--- src/rtl/pos_div_cell.sv ---
module pos_div_cell #(
  parameter int DEN_W = 17,
  parameter int LOW_W = 24
) (
  input  logic             clk,
  input  logic             en,
  input  logic [DEN_W-1:0] den_in,
  input  logic [DEN_W-1:0] rem_in,
  input  logic [LOW_W-1:0] low_in,
  input  logic [LOW_W-1:0] q_in,
  output logic [DEN_W-1:0] den_out,
  output logic [DEN_W-1:0] rem_out,
  output logic [LOW_W-1:0] low_out,
  output logic [LOW_W-1:0] q_out
);

  logic [DEN_W:0] r2;
  logic [DEN_W:0] diff;
  logic           ge;

  always_comb begin
    r2   = {rem_in, low_in[LOW_W-1]};
    diff = r2 - {1'b0, den_in};
    ge   = (r2 >= {1'b0, den_in});
  end

  always_ff @(posedge clk) begin
    if (en) begin
      den_out <= den_in;
      rem_out <= ge ? diff[DEN_W-1:0] : r2[DEN_W-1:0];
      low_out <= {low_in[LOW_W-2:0], 1'b0};
      q_out   <= {q_in[LOW_W-2:0], ge};
    end
  end

endmodule

--- src/rtl/pos_div_row.sv ---
module pos_div_row #(
  parameter int DEN_W = 17,
  parameter int STEPS = 24
) (
  input  logic             clk,
  input  logic             en,
  input  logic [DEN_W-1:0] den,
  input  logic [DEN_W-1:0] rem,
  input  logic [STEPS-1:0] low,
  output logic [STEPS-1:0] q
);

  logic [DEN_W-1:0] den_s [0:STEPS];
  logic [DEN_W-1:0] rem_s [0:STEPS];
  logic [STEPS-1:0] low_s [0:STEPS];
  logic [STEPS-1:0] q_s   [0:STEPS];

  assign den_s[0] = den;
  assign rem_s[0] = rem;
  assign low_s[0] = low;
  assign q_s[0]   = '0;
  assign q        = q_s[STEPS];

  for (genvar k = 0; k < STEPS; k++) begin : g_cell
    pos_div_cell #(.DEN_W(DEN_W), .LOW_W(STEPS)) u_cell (
      .clk     (clk),
      .en      (en),
      .den_in  (den_s[k]),
      .rem_in  (rem_s[k]),
      .low_in  (low_s[k]),
      .q_in    (q_s[k]),
      .den_out (den_s[k+1]),
      .rem_out (rem_s[k+1]),
      .low_out (low_s[k+1]),
      .q_out   (q_s[k+1])
    );
  end

endmodule

--- config.mk ---
export PLATFORM = sky130hd
export DESIGN_NAME = pos_div_row
export DESIGN_NICKNAME = d
export VERILOG_FILES = /design/src/rtl/pos_div_cell.sv /design/src/rtl/pos_div_row.sv
export SDC_FILE = /design/constraint.sdc
export NUM_CORES = 2
export LEC_CHECK = 0
export ABC_AREA = 0
export BUFFER_PORTS_ARGS = -buffer_cell sky130_fd_sc_hd__buf_2
export CAP_MARGIN = 10
export CORE_MARGIN = 10
export CORE_UTILIZATION = 65
export CTS_CLUSTER_DIAMETER = 100
export DETAILED_ROUTE_END_ITERATION = 16
export GPL_ROUTABILITY_DRIVEN = 0
export HOLD_SLACK_MARGIN = 0.1
export PLACE_DENSITY = 0.86
export REMOVE_ABC_BUFFERS = 1
export SYNTH_ARGS = -nofsm -noshare
export SYNTH_HDL_FRONTEND = slang
export SYNTH_HIERARCHICAL = 1
export SYNTH_SLANG_ARGS = --single-unit
--- constraint.sdc ---
create_clock -name clk -period 3 [get_ports clk]
set_input_delay 0.6 -clock clk [delete_from_list [all_inputs] [get_ports clk]]
set_output_delay 0.6 -clock clk [all_outputs]
set_load 0.02 [all_outputs]
==> impl_metrics.env <==
export IMPL_outcome="finished, final reports clean"
export IMPL_leakage_nw=29.9
export IMPL_final_common_cell="edfxtp_1"
export IMPL_synth_avg_cell_area_um2=13.9
export IMPL_ioPinCount=84
export IMPL_hold_path_startpoint="rem[15]"
export IMPL_required_ps=3490
export IMPL_drt_iter0_markers=3522
export IMPL_synthCells=4921
export IMPL_final_net_count=5712
export IMPL_die_w_um=345
export IMPL_wirelength_um=138000
export IMPL_viasPerCell=6.15
export IMPL_rr_worst_depth=11
export IMPL_cp_start_kind="flip-flop"
export IMPL_final_cell_mix="1358 x edfxtp_1, 526 x inv_1, 408 x ha_1, 305 x a21oi_1, 230 x mux2_4"
export IMPL_worstHoldPathType="in2reg"
export IMPL_cts_root_buf="clkbuf_16"
export IMPL_fin_ws_ps=115
export IMPL_switching_share_pct=34.4
export IMPL_grt_use_total_pct=23.0
export IMPL_clkPwrFrac_pct=21.2
export IMPL_maxCapViolations=0
export IMPL_cts_tree="done"
export IMPL_core_area_um2=105000
export IMPL_whs_path_depth=2
export IMPL_ant_nets=0
export IMPL_p_switching_mw=27.2
export IMPL_vias=41300
export IMPL_clk_latency_ps=750
export IMPL_wire_per_inst_um=20.5
export IMPL_rr_startpoint="g_cell[7].u_cell/low_out[23]"
export IMPL_skew_ps=32.9
export IMPL_die_area_um2=119000
export IMPL_yosys_warnings=6
export IMPL_rows=119
export IMPL_cp_max_fo=10
export IMPL_period_share_pct=96.2
export IMPL_slew_headroom_pct=57.5
export IMPL_setup_viol=0
export IMPL_path_clk_slew_ps=60
export IMPL_antenna_found_initial=0
export IMPL_pre_cts_slack_ps=89.9
export IMPL_p_seq_share_pct=36.9
export IMPL_dieHeight_um=345
export IMPL_h_tree_depth=4
export IMPL_grt_max_degree=106
export IMPL_finalSetupTns_ps=0
export IMPL_synthToLayoutAreaGrowth_pct=10.4
export IMPL_syn_cell_area_um2=68500
export IMPL_startpoint="g_cell[7].u_cell/low_out[23]"
export IMPL_crit_type="reg2reg"
export IMPL_hold_violations=0
export IMPL_worst_slew_pin_slew_ps=638
export IMPL_numCtsBuffers=142
export IMPL_drt_first_pass_iters=9
export IMPL_p_per_area_nw_per_um2=1040
export IMPL_grt_pass1_wl_um=219000
export IMPL_cts_sinks=1358
export IMPL_ir_worst_vdd_mv=0.802
export IMPL_grt_ovfl_total=0
export IMPL_port_buffers=83
export IMPL_drc=0
export IMPL_drive_above_1_share_pct=16.0
export IMPL_min_period_ps=2880
export IMPL_end_kind="flip-flop"
export IMPL_comb_power_share_pct=41.9
export IMPL_p_int_mw=51.8
export IMPL_insertedDiodeCount=0
export IMPL_grt_setup_unrepaired="no"
export IMPL_grt_pass1_vias=41600
export IMPL_initial_utilization_pct=65.3
export IMPL_cts_max_path_buffers=3
export IMPL_drv_slew=0
export IMPL_dp_hpwl_um=98300
export IMPL_cp_data_arrival_time_ps=3380
export IMPL_clock_fmax_ghz=0.347
## final cells by class
cell class                      count  area [um^2]
Sequential cell                  1358        40800
Fill cell                        6434        29300
Multi-Input combinational cell   2989        24900
Clock buffer                      172         3690
Inverter                          550         2360
Tap cell                         1391         1740
Timing Repair Buffer              179         1440
Clock inverter                     79          757
## final timing paths
kind,endpoint,slack (ps)
setup reg to reg,g_cell[8].u_cell/rem_out[3],120
hold reg to reg,g_cell[17].u_cell/low_out[21],400
hold / removal,g_cell[0].u_cell/rem_out[16],170
setup / recovery,g_cell[8].u_cell/rem_out[3],120
## sequential cells by signal, indices dropped and copies added, names as in the netlist
signal	flops
g_cell.u_cell/low_out	276
g_cell.u_cell/rem_out	391
g_cell.u_cell/den_out	391
g_cell.u_cell/q_out	300
## per-layer routing
metal,vias to the layer above,share of wire (%),global-route usage (%)
li1,19200,-,-
met1,20100,40,28.7
met2,1628,50,39.6
met3,405,5.9,3.70
met4,0,4.0,9.99
met5,-,0,0
## worst max-delay path: stages, from the launching register on
cell,delay (ps)
edfxtp_1,410
inv_1,80
ha_1,160
inv_1,80
fa_1,440
a21oi_1,290
or3_4,200
a21oi_4,60
o21bai_4,220
and2_4,320
inv_12,80
mux2_4,310
## power by group through the flow
stage / clock (mW) / sequential [mW] / combinational (mW)
2_1_floorplan: 0 / 28.0 / 26.0
3_3_place_gp: 0 / 29.3 / 30.8
3_5_place_dp: 0 / 29.4 / 32.2
4_1_cts: 17.1 / 29.1 / 32.7
5_1_grt: 17.9 / 29.3 / 35.9
6_report: 16.8 / 29.1 / 33.1
## timing repair
action / 4_1_cts / 5_1_grt
setup endpoints to repair: 0 / 9
resized for setup: 0 / 0
setup buffers: 0 / 1
endpoints found under the hold margin: 40 / 0
hold buffers: 40 / 0
## stage by stage
stage / util (%) / std cells / power, mW / hold slack [ps] / cell area (um^2)
after floorplan: - / 4897 / 54.0 / 400 / 68000
after global placement: 67.5 / 6426 / 60.1 / 401 / 70800
after detailed placement: 67.5 / 6426 / 61.5 / 405 / 70800
after CTS: 72.1 / 6717 / 78.8 / 125 / 75700
after global routing: 72.1 / 6718 / 83.1 / 153 / 75700
final: 72.1 / 6718 / 79.0 / 169 / 75700
Note: power is estimated with default switching activity, not from simulation.
