## config.mk

```make
export PLATFORM = sky130hd
export DESIGN_NAME = pos_sqrt_cell
export DESIGN_NICKNAME = d
export VERILOG_FILES = /design/src/rtl/pos_sqrt_cell.sv
export SDC_FILE = /design/constraint.sdc
export NUM_CORES = 1
export LEC_CHECK = 0
export ABC_AREA = 1
export BUFFER_PORTS_ARGS = -buffer_cell sky130_fd_sc_hd__buf_2
export CORE_MARGIN = 5
export CORE_UTILIZATION = 28
export DETAILED_ROUTE_END_ITERATION = 16
export HOLD_SLACK_MARGIN = 0.08
export PLACE_DENSITY = 0.6
export SYNTH_ARGS = -nofsm -noshare
export SYNTH_HDL_FRONTEND = slang
export SYNTH_SLANG_ARGS = --single-unit
```

## constraint.sdc

```tcl
create_clock -name clk -period 1.8 [get_ports clk]
set_input_delay 0.36 -clock clk [delete_from_list [all_inputs] [get_ports clk]]
set_output_delay 0.36 -clock clk [all_outputs]
set_load 0.01 [all_outputs]
```

## src/rtl/pos_sqrt_cell.sv

```systemverilog
module pos_sqrt_cell #(
  parameter int ROOT_W = 21
) (
  input  logic                  clk,
  input  logic                  en,
  input  logic [2*ROOT_W-1:0]   x_in,
  input  logic [ROOT_W+1:0]     rem_in,
  input  logic [ROOT_W-1:0]     root_in,
  output logic [2*ROOT_W-1:0]   x_out,
  output logic [ROOT_W+1:0]     rem_out,
  output logic [ROOT_W-1:0]     root_out
);

  logic [ROOT_W+3:0] r2;
  logic [ROOT_W+3:0] trial;
  logic [ROOT_W+3:0] diff;
  logic              ge;

  always_comb begin
    r2    = {rem_in, x_in[2*ROOT_W-1:2*ROOT_W-2]};
    trial = {2'b00, root_in, 2'b01};
    diff  = r2 - trial;
    ge    = (r2 >= trial);
  end

  always_ff @(posedge clk) begin
    if (en) begin
      x_out    <= {x_in[2*ROOT_W-3:0], 2'b00};
      rem_out  <= ge ? diff[ROOT_W+1:0] : r2[ROOT_W+1:0];
      root_out <= {root_in[ROOT_W-2:0], ge};
    end
  end

endmodule
```

==> results of run 1 <==
==> registers in the layout (all words and copies together), names as in the netlist <==
signal and count:
rem_out 23, x_out 40, root_out 21
==> metrics by stage <==
stage | utilization [%] | TNS (ns) | hold WS [ns]
floorplan | - | -0.157 | 0.459
global placement | 40.8 | -6.89 | 0.536
detailed placement | 40.8 | -7.07 | 0.538
CTS | 42.6 | 0 | 0.174
global route | 43.2 | -0.0230 | 0.174
finish | 43.2 | 0 | 0.189
==> power by group through the flow <==
stage          Sequential [mW]  Combinational, mW  Clock (mW)
6_report                  2.43               1.48        1.87
5_1_grt                   2.45               1.65        2.02
4_1_cts                   2.43               1.46        1.94
3_3_place_gp              2.47               1.44           0
3_5_place_dp              2.47               1.46           0
2_1_floorplan             2.59              0.630           0
==> layout make-up <==
cell class	count	area [µm²]
Clock buffer	9	225
Clock inverter	7	73.8
Fill cell	1646	9390
Inverter	106	420
Multi-Input combinational cell	342	2110
Sequential cell	84	2520
Tap cell	220	275
Timing Repair Buffer	250	1500
==> cell families after synthesis <==
family	count (synthesis)	share of synthesized area, %
AOI/OAI and AO/OA	13	1.47
xor gates and xnor gates	10	1.87
adders and majority gates	23	6.13
buffers and inverters	117	9.96
DFF	84	53.7
other	1	0.0799
and+or+nand+nor	294	26.8
==> placed cells by master, fill, tap and decap left out, types with 2 or more instances in the layout <==
cell and n:
sky130_fd_sc_hd__a21oi_1 10, sky130_fd_sc_hd__buf_12 2, sky130_fd_sc_hd__buf_2 169, sky130_fd_sc_hd__buf_4 77, sky130_fd_sc_hd__clkbuf_16 10, sky130_fd_sc_hd__clkinvlp_4 3
sky130_fd_sc_hd__conb_1 2, sky130_fd_sc_hd__edfxtp_1 84, sky130_fd_sc_hd__ha_1 2, sky130_fd_sc_hd__ha_4 21, sky130_fd_sc_hd__inv_1 93, sky130_fd_sc_hd__inv_2 9
sky130_fd_sc_hd__inv_4 2, sky130_fd_sc_hd__inv_6 3, sky130_fd_sc_hd__nand2_1 194, sky130_fd_sc_hd__nand2_2 7, sky130_fd_sc_hd__nand2_4 5, sky130_fd_sc_hd__nand3_1 24
sky130_fd_sc_hd__nand3_4 3, sky130_fd_sc_hd__nand4_1 27, sky130_fd_sc_hd__nor2_1 18, sky130_fd_sc_hd__nor2_2 4, sky130_fd_sc_hd__nor2_4 4, sky130_fd_sc_hd__nor3_1 2
sky130_fd_sc_hd__xor2_1 9
==> worst max-delay path, stage by stage <==
cell	delay, ns
sky130_fd_sc_hd__buf_4	0.13
sky130_fd_sc_hd__inv_12	0.03
sky130_fd_sc_hd__ha_4	0.25
sky130_fd_sc_hd__nand2_1	0.06
sky130_fd_sc_hd__nand2_1	0.08
sky130_fd_sc_hd__nand2_1	0.06
sky130_fd_sc_hd__nand2_1	0.07
sky130_fd_sc_hd__nand2_1	0.08
sky130_fd_sc_hd__nand2_2	0.07
sky130_fd_sc_hd__a21oi_4	0.20
sky130_fd_sc_hd__nand3_4	0.12
sky130_fd_sc_hd__clkbuf_16	0.19
sky130_fd_sc_hd__nand2_1	0.07
sky130_fd_sc_hd__nand2_1	0.05
==> repair_timing <==
| item | in CTS | in global routing |
|---|---|---|
| endpoints found under the hold margin | 0 | 0 |
| setup endpoints to repair | 0 | 23 |
| resized for setup | 0 | 23 |
==> path summary, 6_finish.rpt <==
| path | slack, ns | depth (start not counted) | endpoint | startpoint |
|---|---|---|---|---|
| worst min-delay path | 0.19 | 1 | x_out[13]$_DFFE_PP_ | x_in[11] |
| worst max-delay path | 0.07 | 14 | rem_out[11]$_DFFE_PP_ | root_in[8] |
==> cell usage after synthesis <==
cell / number / area [µm²]
sky130_fd_sc_hd__nor3_2: 1 / 10.0
sky130_fd_sc_hd__nor3_1: 2 / 10.0
sky130_fd_sc_hd__edfxtp_1: 84 / 2520
sky130_fd_sc_hd__and3_1: 1 / 6.26
sky130_fd_sc_hd__xor2_1: 9 / 78.8
sky130_fd_sc_hd__and2_1: 1 / 6.26
sky130_fd_sc_hd__conb_1: 1 / 3.75
sky130_fd_sc_hd__inv_1: 105 / 394
sky130_fd_sc_hd__a21oi_2: 1 / 8.76
sky130_fd_sc_hd__nor2_2: 2 / 12.5
sky130_fd_sc_hd__buf_6: 2 / 22.5
sky130_fd_sc_hd__nand2_1: 206 / 773
sky130_fd_sc_hd__buf_2: 5 / 25.0
sky130_fd_sc_hd__nand3_2: 4 / 40.0
sky130_fd_sc_hd__ha_1: 23 / 288
sky130_fd_sc_hd__buf_4: 2 / 15.0
sky130_fd_sc_hd__nor2_1: 24 / 90.1
sky130_fd_sc_hd__nand3_1: 24 / 120
sky130_fd_sc_hd__xnor2_1: 1 / 8.76
sky130_fd_sc_hd__nor4_2: 1 / 12.5
sky130_fd_sc_hd__nand4_1: 27 / 169
sky130_fd_sc_hd__o21ai_0: 1 / 5.00
sky130_fd_sc_hd__a21oi_1: 11 / 55.1
sky130_fd_sc_hd__nand3b_1: 1 / 7.51
sky130_fd_sc_hd__buf_1: 1 / 3.75
sky130_fd_sc_hd__inv_2: 1 / 3.75
sky130_fd_sc_hd__clkbuf_1: 1 / 3.75
==> per-layer routing <==
layer / vias to the layer above / global-route usage [%] / wire (µm)
met5: - / 0 / 0
met4: 0 / 4.33 / 246
met3: 17 / 4.19 / 1120
met2: 157 / 25.6 / 6910
met1: 1972 / 17.6 / 6150
li1: 2237 / - / -
==> impl_metrics.xml, run 1 <==
<?xml version="1.0" encoding="UTF-8"?>
<metrics>
  <group name="sta">
    <metric name="layout_setup_ws" unit="ns">0.0696</metric>
    <metric name="setup-violations-final" unit="">0</metric>
    <metric name="setup_repair_after_global_routing_missed_its_margin" unit="">true</metric>
    <metric name="timing_max_transition_violations_final" unit="">0</metric>
    <metric name="timing.fmax" unit="GHz">0.578</metric>
    <metric name="final.min_clock_period" unit="ns">1.73</metric>
    <metric name="finalHoldViolCount" unit="">0</metric>
    <metric name="final.period_utilization" unit="%">96.1</metric>
  </group>
  <group name="detailed_routing">
    <metric name="viasPerCell" unit="">4.31</metric>
    <metric name="drt_first_iter_violations" unit="">242</metric>
    <metric name="post_dr_wirelength_cell" unit="µm">14.2</metric>
    <metric name="first_pass_iters" unit="">4</metric>
    <metric name="wire_length_after_detailed_routing" unit="mm">14.4</metric>
    <metric name="drc" unit="">0</metric>
    <metric name="vias_after_detailed_routing" unit="">4383</metric>
    <metric name="route.antenna.remaining_nets" unit="">0</metric>
  </group>
  <group name="setup_path">
    <metric name="timing.critical_path.required" unit="ns">1.91</metric>
    <metric name="worstSetupPathType" unit="">in -&gt; reg</metric>
    <metric name="timing.critical_path.from_type" unit="">input port</metric>
    <metric name="cp_data_arrival_time" unit="ns">1.84</metric>
    <metric name="setup.worst_path.end_class" unit="">register</metric>
    <metric name="crit_path_max_fanout" unit="">12</metric>
  </group>
  <group name="run_status">
    <metric name="outcome" unit="">finished, final reports clean</metric>
  </group>
  <group name="floorplan">
    <metric name="die_x" unit="µm">140</metric>
    <metric name="fp.dieArea" unit="mm²">0.0195</metric>
    <metric name="number_of_rows_in_the_core_area" unit="">47</metric>
    <metric name="initial_core_util" unit="%">28.4</metric>
    <metric name="core_area" unit="mm²">0.0165</metric>
    <metric name="floorplan.io_pins" unit="">174</metric>
    <metric name="die_y" unit="µm">140</metric>
  </group>
  <group name="pwr">
    <metric name="total_net_switching_power" unit="mW">1.64</metric>
    <metric name="ir_drop" unit="µV">442</metric>
    <metric name="power.leakage" unit="nW">3.58</metric>
    <metric name="power.sequential.fraction" unit="%">42.0</metric>
    <metric name="pwr_density_cell" unit="mW/mm²">810</metric>
    <metric name="clkPwrFrac" unit="%">32.4</metric>
    <metric name="power.switching_fraction" unit="%">28.4</metric>
    <metric name="totalPowerFinal" unit="mW">5.78</metric>
    <metric name="power.combinational.fraction" unit="%">25.5</metric>
    <metric name="cell_internal_pwr" unit="mW">4.14</metric>
  </group>
  <group name="synth">
    <metric name="synth.lib_cells_used.distinct" unit="">27</metric>
    <metric name="post_synthesis_sequential_area_ratio" unit="%">53.7</metric>
    <metric name="syn_area_per_cell" unit="µm²">8.66</metric>
    <metric name="ys_warn_count" unit="">0</metric>
    <metric name="synth_cells" unit="">542</metric>
    <metric name="synth.cell_area" unit="mm²">0.00470</metric>
    <metric name="synth_seq_cells" unit="">84</metric>
  </group>
  <group name="cts">
    <metric name="max-clock-path-buffers" unit="">2</metric>
    <metric name="cts_setup_buffers" unit="">0</metric>
    <metric name="cts-hold-fix-buffers" unit="">0</metric>
    <metric name="clkSinkCount" unit="">84</metric>
    <metric name="tritoncts_clock_tree" unit="">yes</metric>
    <metric name="htreeDepth" unit="">3</metric>
    <metric name="cts_inserted_buffers" unit="">9</metric>
    <metric name="cts.root.buffer_cell" unit="">sky130_fd_sc_hd__clkbuf_16</metric>
    <metric name="clk_pin_slew" unit="ns">0.07</metric>
  </group>
  <group name="final_layout">
    <metric name="antenna_cells_inserted" unit="">0</metric>
    <metric name="final_cell_area" unit="mm²">0.00713</metric>
    <metric name="layoutNonFillerInstCount" unit="">1018</metric>
    <metric name="post_route_cells_drive_above_1_share" unit="%">41.1</metric>
    <metric name="flow.area_growth_from_synthesis" unit="%">51.9</metric>
    <metric name="final_nets" unit="">904</metric>
  </group>
  <group name="place">
    <metric name="place_inst" unit="">1001</metric>
    <metric name="io_buffer_count" unit="">171</metric>
    <metric name="globalplace.congestion" unit="">0.944</metric>
    <metric name="place_worst_setup_slack" unit="ns">-0.334</metric>
    <metric name="place.detailed.hpwl" unit="mm">11.7</metric>
    <metric name="placement.cell_area" unit="mm²">0.00673</metric>
  </group>
  <group name="grt">
    <metric name="grt_use_total" unit="%">14.7</metric>
    <metric name="grt_first_pass_wirelength" unit="mm">22.8</metric>
    <metric name="number_of_antenna_violations_at_the_first_check_in_global_routing" unit="">0</metric>
    <metric name="gr-total-overflow" unit="">0</metric>
    <metric name="grt_pass1_vias" unit="">4570</metric>
    <metric name="grt_max_degree" unit="">60</metric>
  </group>
  <group name="flow_run">
    <metric name="number_of_max_capacitance_violations_reported" unit="">0</metric>
  </group>
  <group name="hold_path">
    <metric name="worst_hold_path_type" unit="">in -&gt; reg</metric>
  </group>
</metrics>
Power figures use the tool's default switching activity.
==> inputs of run 2 (changes only) <==
--- a/config.mk
+++ b/config.mk
@@ -8,10 +8,11 @@
 export ABC_AREA = 1
 export BUFFER_PORTS_ARGS = -buffer_cell sky130_fd_sc_hd__buf_2
 export CORE_MARGIN = 5
-export CORE_UTILIZATION = 28
+export CORE_UTILIZATION = 45
 export DETAILED_ROUTE_END_ITERATION = 16
 export HOLD_SLACK_MARGIN = 0.08
-export PLACE_DENSITY = 0.6
+export PLACE_DENSITY = 0.85
+export SLEW_MARGIN = 40
 export SYNTH_ARGS = -nofsm -noshare
 export SYNTH_HDL_FRONTEND = slang
 export SYNTH_SLANG_ARGS = --single-unit
==> impl_metrics.xml, run 2 (synthesis results as in run 1) <==
<?xml version="1.0" encoding="UTF-8"?>
<metrics>
  <group name="detailed_routing">
    <metric name="drt_first_iter_violations" unit="">247</metric>
    <metric name="post_dr_wirelength_cell" unit="µm">15.5</metric>
    <metric name="vias_after_detailed_routing" unit="">4542</metric>
    <metric name="drc" unit="">0</metric>
    <metric name="viasPerCell" unit="">4.82</metric>
    <metric name="wire_length_after_detailed_routing" unit="mm">14.6</metric>
    <metric name="route.antenna.remaining_nets" unit="">0</metric>
    <metric name="first_pass_iters" unit="">4</metric>
  </group>
  <group name="setup_path">
    <metric name="timing.critical_path.required" unit="ns">1.93</metric>
    <metric name="slowest_cell_on_the_critical_path" unit="">sky130_fd_sc_hd__nor4_4</metric>
    <metric name="cp_cell_sequence" unit="">buf_2, inv_1, ha_4, nand2_2, inv_2, nand2_4, nor4_4, nand3_4, buf_2, nand4_1, nand2_1</metric>
    <metric name="cp_data_arrival_time" unit="ns">1.84</metric>
    <metric name="crit_path_max_fanout" unit="">5</metric>
    <metric name="setup.worst_path.end_class" unit="">register</metric>
    <metric name="cpPeakStageDelay" unit="ns">0.33</metric>
    <metric name="worstSetupPathType" unit="">in -&gt; reg</metric>
    <metric name="critical-path-top-cell-by-count" unit="">sky130_fd_sc_hd__buf_2</metric>
    <metric name="timing.critical_path.from_type" unit="">input port</metric>
  </group>
  <group name="sta">
    <metric name="hold_slack" unit="ns">0.167</metric>
    <metric name="final.period_utilization" unit="%">94.8</metric>
    <metric name="setup_repair_after_global_routing_missed_its_margin" unit="">true</metric>
    <metric name="setup-violations-final" unit="">0</metric>
    <metric name="final.min_clock_period" unit="ns">1.71</metric>
    <metric name="finalHoldViolCount" unit="">0</metric>
    <metric name="timing.fmax" unit="GHz">0.586</metric>
    <metric name="timing_max_transition_violations_final" unit="">0</metric>
  </group>
  <group name="floorplan">
    <metric name="die_y" unit="µm">112</metric>
    <metric name="number_of_rows_in_the_core_area" unit="">37</metric>
    <metric name="die_x" unit="µm">112</metric>
    <metric name="initial_core_util" unit="%">45.9</metric>
    <metric name="floorplan.io_pins" unit="">174</metric>
    <metric name="fp.dieArea" unit="mm²">0.0126</metric>
    <metric name="core_area" unit="mm²">0.0102</metric>
  </group>
  <group name="grt">
    <metric name="global_route.usage.met3" unit="%">5.18</metric>
    <metric name="grt_pass1_vias" unit="">4597</metric>
    <metric name="use_met2" unit="%">40.3</metric>
    <metric name="grt_use_total" unit="%">22.8</metric>
    <metric name="grt.busiest_layer" unit="">met2</metric>
    <metric name="gr-usage-met1" unit="%">26.6</metric>
    <metric name="grt_max_degree" unit="">42</metric>
    <metric name="number_of_antenna_violations_at_the_first_check_in_global_routing" unit="">0</metric>
    <metric name="gr-total-overflow" unit="">0</metric>
    <metric name="grt_first_pass_wirelength" unit="mm">22.7</metric>
  </group>
  <group name="final_layout">
    <metric name="final_nets" unit="">913</metric>
    <metric name="most-common-layout-cells" unit="">sky130_fd_sc_hd__nand2_1 (196), sky130_fd_sc_hd__buf_2 (171), sky130_fd_sc_hd__inv_1 (92)</metric>
    <metric name="top_register" unit="">x_out</metric>
    <metric name="antenna_cells_inserted" unit="">0</metric>
    <metric name="reg_top3" unit="">x_out x40, rem_out x23, root_out x21</metric>
    <metric name="final_common_cell" unit="">sky130_fd_sc_hd__nand2_1</metric>
    <metric name="post_route_cells_drive_above_1_share" unit="%">41.3</metric>
    <metric name="flow.area_growth_from_synthesis" unit="%">49.6</metric>
    <metric name="largest_register_ffs" unit="">40</metric>
  </group>
  <group name="cts">
    <metric name="cts.root.buffer_cell" unit="">sky130_fd_sc_hd__clkbuf_8</metric>
    <metric name="max-clock-path-buffers" unit="">2</metric>
    <metric name="clk_pin_slew" unit="ns">0.09</metric>
    <metric name="clkSinkCount" unit="">84</metric>
    <metric name="tritoncts_clock_tree" unit="">yes</metric>
    <metric name="cts_inserted_buffers" unit="">9</metric>
    <metric name="htreeDepth" unit="">3</metric>
    <metric name="cts-hold-fix-buffers" unit="">0</metric>
  </group>
  <group name="pwr">
    <metric name="ir_drop" unit="µV">454</metric>
    <metric name="power.leakage" unit="nW">3.61</metric>
    <metric name="pwr_density_cell" unit="mW/mm²">779</metric>
    <metric name="totalPowerFinal" unit="mW">5.48</metric>
  </group>
  <group name="run_status">
    <metric name="outcome" unit="">finished, final reports clean</metric>
  </group>
  <group name="place">
    <metric name="io_buffer_count" unit="">171</metric>
    <metric name="place.detailed.hpwl" unit="mm">11.7</metric>
    <metric name="globalplace.congestion" unit="">0.926</metric>
  </group>
  <group name="hold_path">
    <metric name="worst_hold_path_type" unit="">in -&gt; reg</metric>
  </group>
  <group name="flow_run">
    <metric name="number_of_max_capacitance_violations_reported" unit="">0</metric>
  </group>
</metrics>
==> run 2: cell count changes in the layout (fill, tap and decap cells not counted), sizes merged <==
cell | before | now
clkinvlp | 3 | 2
clkinv | 1 | 0
bufinv | 1 | 2
buf | 249 | 259
==> run 2: metal layers <==
layer	wire, µm	part of all wire, %
met5	0	0
met4	304	2.1
met3	1150	7.8
met2	7340	50
met1	5850	40
==> run 2: through the flow <==
step / utilization, % / std cells / worst slack (ns) / instance area (µm²) / TNS (ns)
after CTS: 67.9 / 941 / 0.0577 / 6950 / 0
final: 68.7 / 943 / 0.0927 / 7030 / 0
after global routing: 68.7 / 943 / -0.0178 / 7030 / -0.0376
after detailed placement: 65.7 / 925 / -0.337 / 6730 / -7.22
after global placement: 65.7 / 925 / -0.300 / 6730 / -6.09
after floorplan: - / 543 / -0.0183 / 5080 / -0.157
==> run 2: critical path, delay by kind of cell <==
kind	cells	cell delay, ns
buffers and inverters	4	0.43
and+or+nand+nor	6	0.79
adders and majority gates	1	0.28
==> run 2: worst paths after layout <==
path / start / endpoint / cells after the start
hold / removal: x_in[39] / x_out[41]$_DFFE_PP_ / 1
setup / recovery: root_in[17] / rem_out[3]$_DFFE_PP_ / 11
==> run 2: area by class of cell <==
cell class,count,area [µm²]
Tap cell,136,170
Inverter,106,420
Fill cell,799,3200
Clock buffer,10,128
Sequential cell,84,2520
Timing Repair Buffer,259,1590
Clock inverter,6,95.1
Multi-Input combinational cell,342,2100
==> run 2: power breakdown <==
part	switching, mW	internal [mW]	total, mW
Combinational	0.819	0.693	1.51
Clock	0.736	0.797	1.53
Sequential	0.0493	2.38	2.43
==> run 2: timing repair <==
item | CTS | global route
resized for setup | 0 | 19
buffers inserted | 0 | 1
setup endpoints to repair | 0 | 21
